$ cat config.mk
export PLATFORM = sky130hd
export DESIGN_NAME = lru_cache_cost_counter_flat
export DESIGN_NICKNAME = d
export VERILOG_FILES = /design/src/rtl/lcc_pkg.sv /design/src/rtl/lcc_ifs.sv /design/src/rtl/lru_cache_cost_counter.sv /design/src/rtl/lcc_cell.sv /design/src/flat_wrapper.sv
export SDC_FILE = /design/constraint.sdc
export NUM_CORES = 2
export LEC_CHECK = 0
export BUFFER_PORTS_ARGS = -buffer_cell sky130_fd_sc_hd__buf_4
export CAP_MARGIN = 20
export CORE_MARGIN = 3
export CORE_UTILIZATION = 63
export CTS_CLUSTER_SIZE = 12
export DETAILED_ROUTE_END_ITERATION = 16
export PLACE_DENSITY = 0.77
export SYNTH_ARGS = -nofsm -noshare
export SYNTH_HDL_FRONTEND = slang
export SYNTH_HIERARCHICAL = 1
export SYNTH_SLANG_ARGS = --single-unit
$ cat constraint.sdc
create_clock -name clk -period 19.7 [get_ports clk]
set_input_delay 3.94 -clock clk [delete_from_list [all_inputs] [get_ports clk]]
set_output_delay 3.94 -clock clk [all_outputs]
set_load 0.03 [all_outputs]
$ cat src/rtl/lcc_pkg.sv
// ----------------------------------------------------------------------------
// lcc_pkg
// Shared widths, costs, reset values and the cell control bundle for the
// LRU cache cost counter.
// ----------------------------------------------------------------------------
package lcc_pkg;

  // Default sizing of the LRU stack
  localparam int MAX_ENTRIES_DEF = 32;
  localparam int KEY_BITS_DEF    = 64;

  // Fixed field widths
  localparam int CITY_KEY_W = 64;
  localparam int CFG_W      = 6;
  localparam int COST_W     = 24;

  // Register reset and cost constants
  localparam logic [CFG_W-1:0]  CFG_RESET = CFG_W'(3);
  localparam logic [COST_W:0]   HIT_COST  = (COST_W+1)'(1);
  localparam logic [COST_W:0]   MISS_COST = (COST_W+1)'(5);
  localparam logic [COST_W-1:0] COST_MAX  = {COST_W{1'b1}};

  // Broadcast control for every cell of the stack
  typedef struct packed {
    logic accept;    // request beat taken this cycle
    logic new_run;   // empty the stack before the lookup
    logic cache_on;  // configured size is not zero
    logic hit;       // key found somewhere in the stack
  } lcc_ctl_t;

endpackage

$ cat src/rtl/lcc_ifs.sv
// ----------------------------------------------------------------------------
// lcc_ifs
// Valid/ready channels of the LRU cache cost counter: request, result and
// size configuration.
// ----------------------------------------------------------------------------
interface lcc_req_if;
  logic                             valid;
  logic                             ready;
  logic [lcc_pkg::CITY_KEY_W-1:0]   city_key;
  logic                             new_run;

  modport source (output valid, output city_key, output new_run, input ready);
  modport sink   (input valid, input city_key, input new_run, output ready);
endinterface

interface lcc_rsp_if;
  logic                         valid;
  logic                         ready;
  logic                         hit;
  logic [lcc_pkg::COST_W-1:0]   total_cost;

  modport source (output valid, output hit, output total_cost, input ready);
  modport sink   (input valid, input hit, input total_cost, output ready);
endinterface

interface lcc_cfg_if;
  logic                         valid;
  logic                         ready;
  logic [lcc_pkg::CFG_W-1:0]    cache_entries;

  modport source (output valid, output cache_entries, input ready);
  modport sink   (input valid, input cache_entries, output ready);
endinterface

$ cat src/rtl/lru_cache_cost_counter.sv
// ----------------------------------------------------------------------------
// lru_cache_cost_counter
// Fully associative LRU cache scorer built as a shifting stack of cells.
// ----------------------------------------------------------------------------
// One request beat is taken per clock and its result beat appears on the
// cycle after; a result waiting in the output register holds off the next
// request only while the sink stalls. Every cell compares its key in
// parallel, a match flag ripples down the row of MAX_ENTRIES cells to select
// the shifting places, and the whole stack moves in the same cycle, so that
// row sets the clock period. A hit costs 1, a miss costs 5, and the total
// saturates at its 24-bit maximum. Only the low KEY_BITS bits of a key take
// part. A size above MAX_ENTRIES acts as MAX_ENTRIES; a size of zero makes
// every request a miss. Size writes are taken at any time and belong between
// runs of requests.
// ----------------------------------------------------------------------------
module lru_cache_cost_counter #(
  parameter int MAX_ENTRIES = lcc_pkg::MAX_ENTRIES_DEF,
  parameter int KEY_BITS    = lcc_pkg::KEY_BITS_DEF
) (
  input  logic        clk,
  input  logic        rst_n,
  lcc_req_if.sink     in_ch,
  lcc_rsp_if.source   out_ch,
  lcc_cfg_if.sink     cfg_ch
);

  logic [lcc_pkg::CFG_W-1:0]   cfg_entries_r;
  logic [lcc_pkg::COST_W-1:0]  cost_r;
  logic [lcc_pkg::COST_W-1:0]  cost_nxt;
  logic                        out_valid_r;
  logic                        out_hit_r;

  lcc_pkg::lcc_ctl_t           ctl;
  logic [KEY_BITS-1:0]         req_key;
  logic [KEY_BITS-1:0]         cell_key   [MAX_ENTRIES];
  logic [MAX_ENTRIES-1:0]      cell_valid;
  logic [MAX_ENTRIES-1:0]      cell_valid_q;
  logic [MAX_ENTRIES:0]        seen;
  logic [MAX_ENTRIES-1:0]      lim_ok;
  logic [lcc_pkg::COST_W-1:0]  cost_base;
  logic [lcc_pkg::COST_W:0]    cost_sum;

  // Size register
  assign cfg_ch.ready = 1'b1;

  always_ff @(posedge clk) begin
    if (!rst_n) begin
      cfg_entries_r <= lcc_pkg::CFG_RESET;
    end else if (cfg_ch.valid) begin
      cfg_entries_r <= cfg_ch.cache_entries;
    end
  end

  // Request handshake: free the input once the result register drains
  assign in_ch.ready  = ~out_valid_r | out_ch.ready;
  assign req_key      = in_ch.city_key[KEY_BITS-1:0];

  assign ctl.accept   = in_ch.valid & in_ch.ready;
  assign ctl.new_run  = in_ch.new_run;
  assign ctl.cache_on = (cfg_entries_r != '0);
  assign ctl.hit      = seen[MAX_ENTRIES];

  // Row of stack cells, most recent first
  assign seen[0] = 1'b0;

  for (genvar i = 0; i < MAX_ENTRIES; i++) begin : g_cell
    assign lim_ok[i] = (32'(i) < 32'(cfg_entries_r));

    if (i == 0) begin : g_head
      lcc_cell #(.KEY_BITS(KEY_BITS)) u_cell (
        .clk        (clk),
        .rst_n      (rst_n),
        .ctl        (ctl),
        .req_key    (req_key),
        .lim_ok     (lim_ok[i]),
        .prev_key   (req_key),
        .prev_valid (1'b1),
        .seen_in    (seen[i]),
        .key_out    (cell_key[i]),
        .valid_out  (cell_valid[i]),
        .seen_out   (seen[i+1]),
        .valid_q    (cell_valid_q[i])
      );
    end else begin : g_body
      lcc_cell #(.KEY_BITS(KEY_BITS)) u_cell (
        .clk        (clk),
        .rst_n      (rst_n),
        .ctl        (ctl),
        .req_key    (req_key),
        .lim_ok     (lim_ok[i]),
        .prev_key   (cell_key[i-1]),
        .prev_valid (cell_valid[i-1]),
        .seen_in    (seen[i]),
        .key_out    (cell_key[i]),
        .valid_out  (cell_valid[i]),
        .seen_out   (seen[i+1]),
        .valid_q    (cell_valid_q[i])
      );
    end
  end

  // Saturating cost total
  assign cost_base = in_ch.new_run ? '0 : cost_r;
  assign cost_sum  = {1'b0, cost_base} +
                     (ctl.hit ? lcc_pkg::HIT_COST : lcc_pkg::MISS_COST);
  assign cost_nxt  = cost_sum[lcc_pkg::COST_W] ? lcc_pkg::COST_MAX
                                               : cost_sum[lcc_pkg::COST_W-1:0];

  always_ff @(posedge clk) begin
    if (!rst_n) begin
      cost_r <= '0;
    end else if (ctl.accept) begin
      cost_r <= cost_nxt;
    end
  end

  // Result register: load on accept, drop once the sink takes the beat
  always_ff @(posedge clk) begin
    if (!rst_n) begin
      out_valid_r <= 1'b0;
    end else if (ctl.accept) begin
      out_valid_r <= 1'b1;
    end else if (out_ch.ready) begin
      out_valid_r <= 1'b0;
    end
  end

  always_ff @(posedge clk) begin
    if (ctl.accept) begin
      out_hit_r <= ctl.hit;
    end
  end

  assign out_ch.valid      = out_valid_r;
  assign out_ch.hit        = out_hit_r;
  assign out_ch.total_cost = cost_r;

  // Valid places always form an unbroken run from the most recent place
  a_valid_contiguous: assert property (@(posedge clk) disable iff (!rst_n)
    (cell_valid_q & (cell_valid_q + MAX_ENTRIES'(1))) == '0)
    else $error("LRU stack valid bits are not contiguous");

  // No hit can come out of a disabled cache
  a_no_hit_when_off: assert property (@(posedge clk) disable iff (!rst_n)
    ctl.accept && !ctl.cache_on |=> !out_hit_r)
    else $error("hit reported with cache size zero");

  // A miss leaves no more entries than the configured size
  a_miss_trims: assert property (@(posedge clk) disable iff (!rst_n)
    ctl.accept && !ctl.hit |=>
      32'($countones(cell_valid_q)) <= 32'($past(cfg_entries_r)))
    else $error("occupancy above configured size after a miss");

  // Within a run the cost total never falls
  a_cost_monotonic: assert property (@(posedge clk) disable iff (!rst_n)
    ctl.accept && !in_ch.new_run |=> cost_r >= $past(cost_r))
    else $error("cost total decreased within a run");

  // A taken request always produces a result beat next cycle
  a_result_follows: assert property (@(posedge clk) disable iff (!rst_n)
    ctl.accept |=> out_valid_r)
    else $error("accepted request produced no result beat");

endmodule

$ cat src/rtl/lcc_cell.sv
// ----------------------------------------------------------------------------
// lcc_cell
// One place of the LRU stack: holds a key and its valid bit, compares the
// key against the request and takes its younger neighbor's key on a shift.
// ----------------------------------------------------------------------------
module lcc_cell #(
  parameter int KEY_BITS = lcc_pkg::KEY_BITS_DEF
) (
  input  logic                  clk,
  input  logic                  rst_n,
  input  lcc_pkg::lcc_ctl_t     ctl,
  input  logic [KEY_BITS-1:0]   req_key,
  input  logic                  lim_ok,      // this place lies inside the size
  input  logic [KEY_BITS-1:0]   prev_key,    // younger neighbor (or request)
  input  logic                  prev_valid,  // younger neighbor holds a key
  input  logic                  seen_in,     // match found in a younger place
  output logic [KEY_BITS-1:0]   key_out,
  output logic                  valid_out,
  output logic                  seen_out,
  output logic                  valid_q
);

  logic [KEY_BITS-1:0] key_r;
  logic                valid_r;
  logic                valid_eff;
  logic                match;
  logic                new_valid;
  logic                take;

  // Look up: a new run empties the place before the compare
  assign valid_eff = valid_r & ~ctl.new_run;
  assign match     = valid_eff & ctl.cache_on & (key_r == req_key);
  assign seen_out  = seen_in | match;

  // Shift decision: on a hit every place up to the match moves down,
  // on a miss every place that stays inside the size moves down
  assign new_valid = lim_ok & prev_valid;
  assign take      = ctl.hit ? ~seen_in : new_valid;

  // Hold the valid bit; only a miss changes occupancy
  always_ff @(posedge clk) begin
    if (!rst_n) begin
      valid_r <= 1'b0;
    end else if (ctl.accept && !ctl.hit) begin
      valid_r <= new_valid;
    end
  end

  // Advance the key from the younger neighbor
  always_ff @(posedge clk) begin
    if (ctl.accept && take) begin
      key_r <= prev_key;
    end
  end

  assign key_out   = key_r;
  assign valid_out = valid_eff;
  assign valid_q   = valid_r;

endmodule

$ cat src/flat_wrapper.sv
// flat-port wrapper written by rule: the top's interface ports become plain ports
module lru_cache_cost_counter_flat 
#(
  parameter int MAX_ENTRIES = lcc_pkg::MAX_ENTRIES_DEF,
  parameter int KEY_BITS    = lcc_pkg::KEY_BITS_DEF
)
  (clk, rst_n, in_ch_valid, in_ch_city_key, in_ch_new_run, in_ch_ready, out_ch_valid, out_ch_hit, out_ch_total_cost, out_ch_ready, cfg_ch_valid, cfg_ch_cache_entries, cfg_ch_ready);
  lcc_req_if in_ch_i ();
  lcc_rsp_if out_ch_i ();
  lcc_cfg_if cfg_ch_i ();
  input  logic clk;
  input  logic rst_n;
  input wire logic [$bits(in_ch_i.valid)-1:0] in_ch_valid;
  input wire logic [$bits(in_ch_i.city_key)-1:0] in_ch_city_key;
  input wire logic [$bits(in_ch_i.new_run)-1:0] in_ch_new_run;
  output wire logic [$bits(in_ch_i.ready)-1:0] in_ch_ready;
  output wire logic [$bits(out_ch_i.valid)-1:0] out_ch_valid;
  output wire logic [$bits(out_ch_i.hit)-1:0] out_ch_hit;
  output wire logic [$bits(out_ch_i.total_cost)-1:0] out_ch_total_cost;
  input wire logic [$bits(out_ch_i.ready)-1:0] out_ch_ready;
  input wire logic [$bits(cfg_ch_i.valid)-1:0] cfg_ch_valid;
  input wire logic [$bits(cfg_ch_i.cache_entries)-1:0] cfg_ch_cache_entries;
  output wire logic [$bits(cfg_ch_i.ready)-1:0] cfg_ch_ready;
  assign in_ch_i.valid = in_ch_valid;
  assign in_ch_i.city_key = in_ch_city_key;
  assign in_ch_i.new_run = in_ch_new_run;
  assign in_ch_ready = in_ch_i.ready;
  assign out_ch_valid = out_ch_i.valid;
  assign out_ch_hit = out_ch_i.hit;
  assign out_ch_total_cost = out_ch_i.total_cost;
  assign out_ch_i.ready = out_ch_ready;
  assign cfg_ch_i.valid = cfg_ch_valid;
  assign cfg_ch_i.cache_entries = cfg_ch_cache_entries;
  assign cfg_ch_ready = cfg_ch_i.ready;
  lru_cache_cost_counter #(.MAX_ENTRIES(MAX_ENTRIES), .KEY_BITS(KEY_BITS)) u_core (.clk(clk), .rst_n(rst_n), .in_ch(in_ch_i), .out_ch(out_ch_i), .cfg_ch(cfg_ch_i));
endmodule
==> impl_results.md <==
* Peak supply drop at ~0.077 mV
* Buf+Inv Stages, Crit Path at 3
* Unrepaired setup endpoints after global routing: no
* H-tree Lvls at 4
* Routed vias at around 45000
* Slowest-stage cell, CP: nor4_2
* Worst setup SP type: input pin
* Crit path max fanout at 39
* Crit Path Class: input pin to register
* Gr ovfl total at 0
* EDFF count, synth at a little over 2000
* Vias/cell at roughly 5.8
* Synth Warn # at 6
* Hold Crit Class: register to register
* Status: completed
* Yosys cell types at 50
* Die Height at about 380 um
* # DRC at 0
* CP Data Required Time at 20.42 ns
* Starting Density at between 60% and 70%
* 1st-pass router iterations at 6
* Post-Route Skew at between 0.03 and 0.04 ns
* Layout area overhead at 11.2%
* Area of the mapped netlist at approximately 89000 um2
* Num rows at about 140
* TritonCTS Buffers at around 210
* Multi-input logic area at between 20000 and 30000 um2
* GR met1 Demand/Resource at 30.0%
* Clock-pin slew of the registers on the worst-case setup and hold paths at about 0.06 ns
* # hold bufs at CTS at 0
* Slew @ Worst Pin at 0.958 ns
* Root buffer cell: clkbuf_16
* Top Ports at 104
* Initial antenna violation count at 6
* Chip width at 381 um
* TritonCTS clock tree: built
* Busiest metal layer after global routing: met2
* Syn avg cell area at between 15 and 20 um2
* Crit path top cell by count: a41o_1
* Post-CTS setup buffers at 0
* CORE AREA at about 140000 um2
* Storage cell area at about 63000 um2
* Total Power at 9270 uW
* Register bit total from synthesis at 2112
* Hold Fails Final Rpt at 0
* Total negative slack at 0 ns
* Leak Pwr at ~0.03 uW
* Sequential fraction of the synthesis area at 70.8%
* Post-synth ARST share at 0%
* Min cycle time layout at 14.53 ns
* GR Util met3 at between 4 and 5%
* WP data arrival at roughly 15 ns
* Starting DRT DRC Count at approximately 3500
* Vias in the first global route at ~46000
* Biggest cell delay along the critical path at just over 0.8 ns
* Remaining antenna violation count at 0
* DP Wirelength at between 100 and 150 mm
* Power Dens Cells at around 94 nW/um2
* Final wirelength at 165 mm
* Share of layout cells above drive strength 1 at 9.99%
* GPL Wtd Cong at 0.916
* Slew Limit Headroom at about 36%
* CP Capture Type: register
* Final setup vio count at 0
* Global Route Usage Sum at a little under a quarter
* Largest net degree at the start of global routing at between 60 and 70
* FMAX at just under 70 MHz
* Delay-heaviest family, CP: compound AO/OA/AOI/OAI gates
* Met2 usage at a little under two fifths
* Reg-to-reg slack, setup at between 8 and 9 ns
* Fin. max-slew vios at 0
* First-pass GRT wire length at ~260 mm
* Worst-skew pair later-pin latency at between 0.8 and 0.9 ns
* Max-cap violations at 0
* # fillers at about 8600
* Period Utilization, post-route at 73.8%
* CTS sink cnt at roughly 2100
* Nets at 5841
* Die Area at between 100000 and 150000 um2
* Post-CTS Resized at 0
* Drt wl/cell at 21.2 um
* I/O Buffers at ~100
* Post-Syn Instances at ~5400
* Synth Flop Type: edfxtp_1
* Clock Path Buffers at 3
[final cells by class]
type | instances | area share (%)
Sequential cell | 2112 | 63.6
Multi-Input combinational cell | 3219 | 26.3
Clock buffer | 285 | 5.66
Tap cell | 1876 | 2.38
Timing Repair Buffer | 177 | 1.35
Clock inverter | 59 | 0.512
Inverter | 45 | 0.171
Antenna cell | 1 | 0.00254
[cell usage in the layout, fill, tap and decap left out, types with 13 or more instances in the layout]
cell type	netlist	routed
edfxtp_1	2049	2049
xnor2_1	1537	1537
xor2_1	512	512
nand4_1	321	321
clkbuf_16	0	208
nor4_1	195	193
buf_4	3	177
clkbuf_1	13	68
nand3_1	68	68
nand2_1	66	66
nand4_2	65	65
dfxtp_1	63	63
o21ai_0	62	62
nor3_1	45	45
inv_1	45	44
nor2b_1	38	38
clkinv_1	0	36
nor3_2	34	34
or3_1	33	33
a41o_1	34	33
mux2_2	32	32
nor2_4	0	32
a21boi_0	32	32
nor2_1	55	23
a21oi_1	18	18
a31oi_1	13	13
[sequential cells by signal, indices dropped and copies added (netlist names)]
| register | count |
|---|---|
| u_core/cfg_entries_r | 6 |
| u_core/g_cell.g_body.u_cell/key_out | 1984 |
| u_core/g_cell.g_body.u_cell/valid_q | 31 |
| u_core/g_cell.g_head.u_cell/key_out | 64 |
| u_core/g_cell.g_head.u_cell/valid_q | 1 |
| u_core/out_ch.hit | 1 |
| u_core/out_ch.total_cost | 24 |
| u_core/out_ch.valid | 1 |
[power by group]
part	switching [uW]	internal, uW
Sequential	71.0	5030
Combinational	346	222
Clock	1590	2010
Total	2000	7260
[stage by stage]
| step | instances | worst slack, ns | cell area, um2 | hold slack, ns | utilization [%] |
|---|---|---|---|---|---|
| after global placement | 7427 | 4.75 | 92600 | 0.448 | 66.2 |
| after global routing | 7773 | 4.65 | 98700 | 0.462 | 70.6 |
| final | 7774 | 5.17 | 98700 | 0.458 | 70.6 |
| after floorplan | 5395 | 4.55 | 88700 | 0.447 | - |
| after detailed placement | 7429 | 4.50 | 92600 | 0.454 | 66.3 |
| after CTS | 7773 | 5.35 | 98700 | 0.451 | 70.6 |
[path summary, 6_finish.rpt]
path | start | end | depth (start not counted)
max reg2reg | u_core/g_cell[1].g_body.u_cell/key_out[55]$_DFFE_PP_ | u_core/out_ch.total_cost[16]$_SDFFE_PN0P_ | 43
min reg2reg | u_core/g_cell[22].g_body.u_cell/key_out[52]$_DFFE_PP_ | u_core/g_cell[23].g_body.u_cell/key_out[52]$_DFFE_PP_ | 0
max | in_ch_city_key[0] | u_core/out_ch.total_cost[16]$_SDFFE_PN0P_ | 45
min | u_core/g_cell[22].g_body.u_cell/key_out[52]$_DFFE_PP_ | u_core/g_cell[23].g_body.u_cell/key_out[52]$_DFFE_PP_ | 0
[kinds of logic after synthesis]
family,synth area share [%]
flip-flops,70.8
XOR/XNOR,20.2
AND/OR/NAND/NOR,6.78
AO/OA/AOI/OAI,1.41
buffers and inverters,0.302
multiplexers,0.496
adder cells (fa/ha/maj),0.0282
other,0.00846
[cell usage after synthesis, types with 18 or more instances]
| master | count | area, um2 |
|---|---|---|
| nor2b_1 | 38 | 238 |
| or3_1 | 33 | 206 |
| nor2_1 | 55 | 206 |
| xor2_1 | 512 | 4480 |
| nand4_1 | 321 | 2010 |
| a21oi_1 | 18 | 90.1 |
| nor3_1 | 45 | 225 |
| o21ai_0 | 62 | 310 |
| nand3_1 | 68 | 340 |
| a41o_1 | 34 | 340 |
| inv_1 | 45 | 169 |
| nand2_1 | 66 | 248 |
| mux2_2 | 32 | 360 |
| a21boi_0 | 32 | 240 |
| dfxtp_1 | 63 | 1260 |
| xnor2_1 | 1537 | 13500 |
| edfxtp_1 | 2049 | 61500 |
| nand4_2 | 65 | 813 |
| nor4_1 | 195 | 1220 |
| nor3_2 | 34 | 340 |
[metal layers]
metal	up-vias	wire, um
met5	-	0
met4	0	5680
met2	1183	80700
met3	299	9930
met1	22600	68500
li1	20900	-
Power figures use the tool's default switching activity.
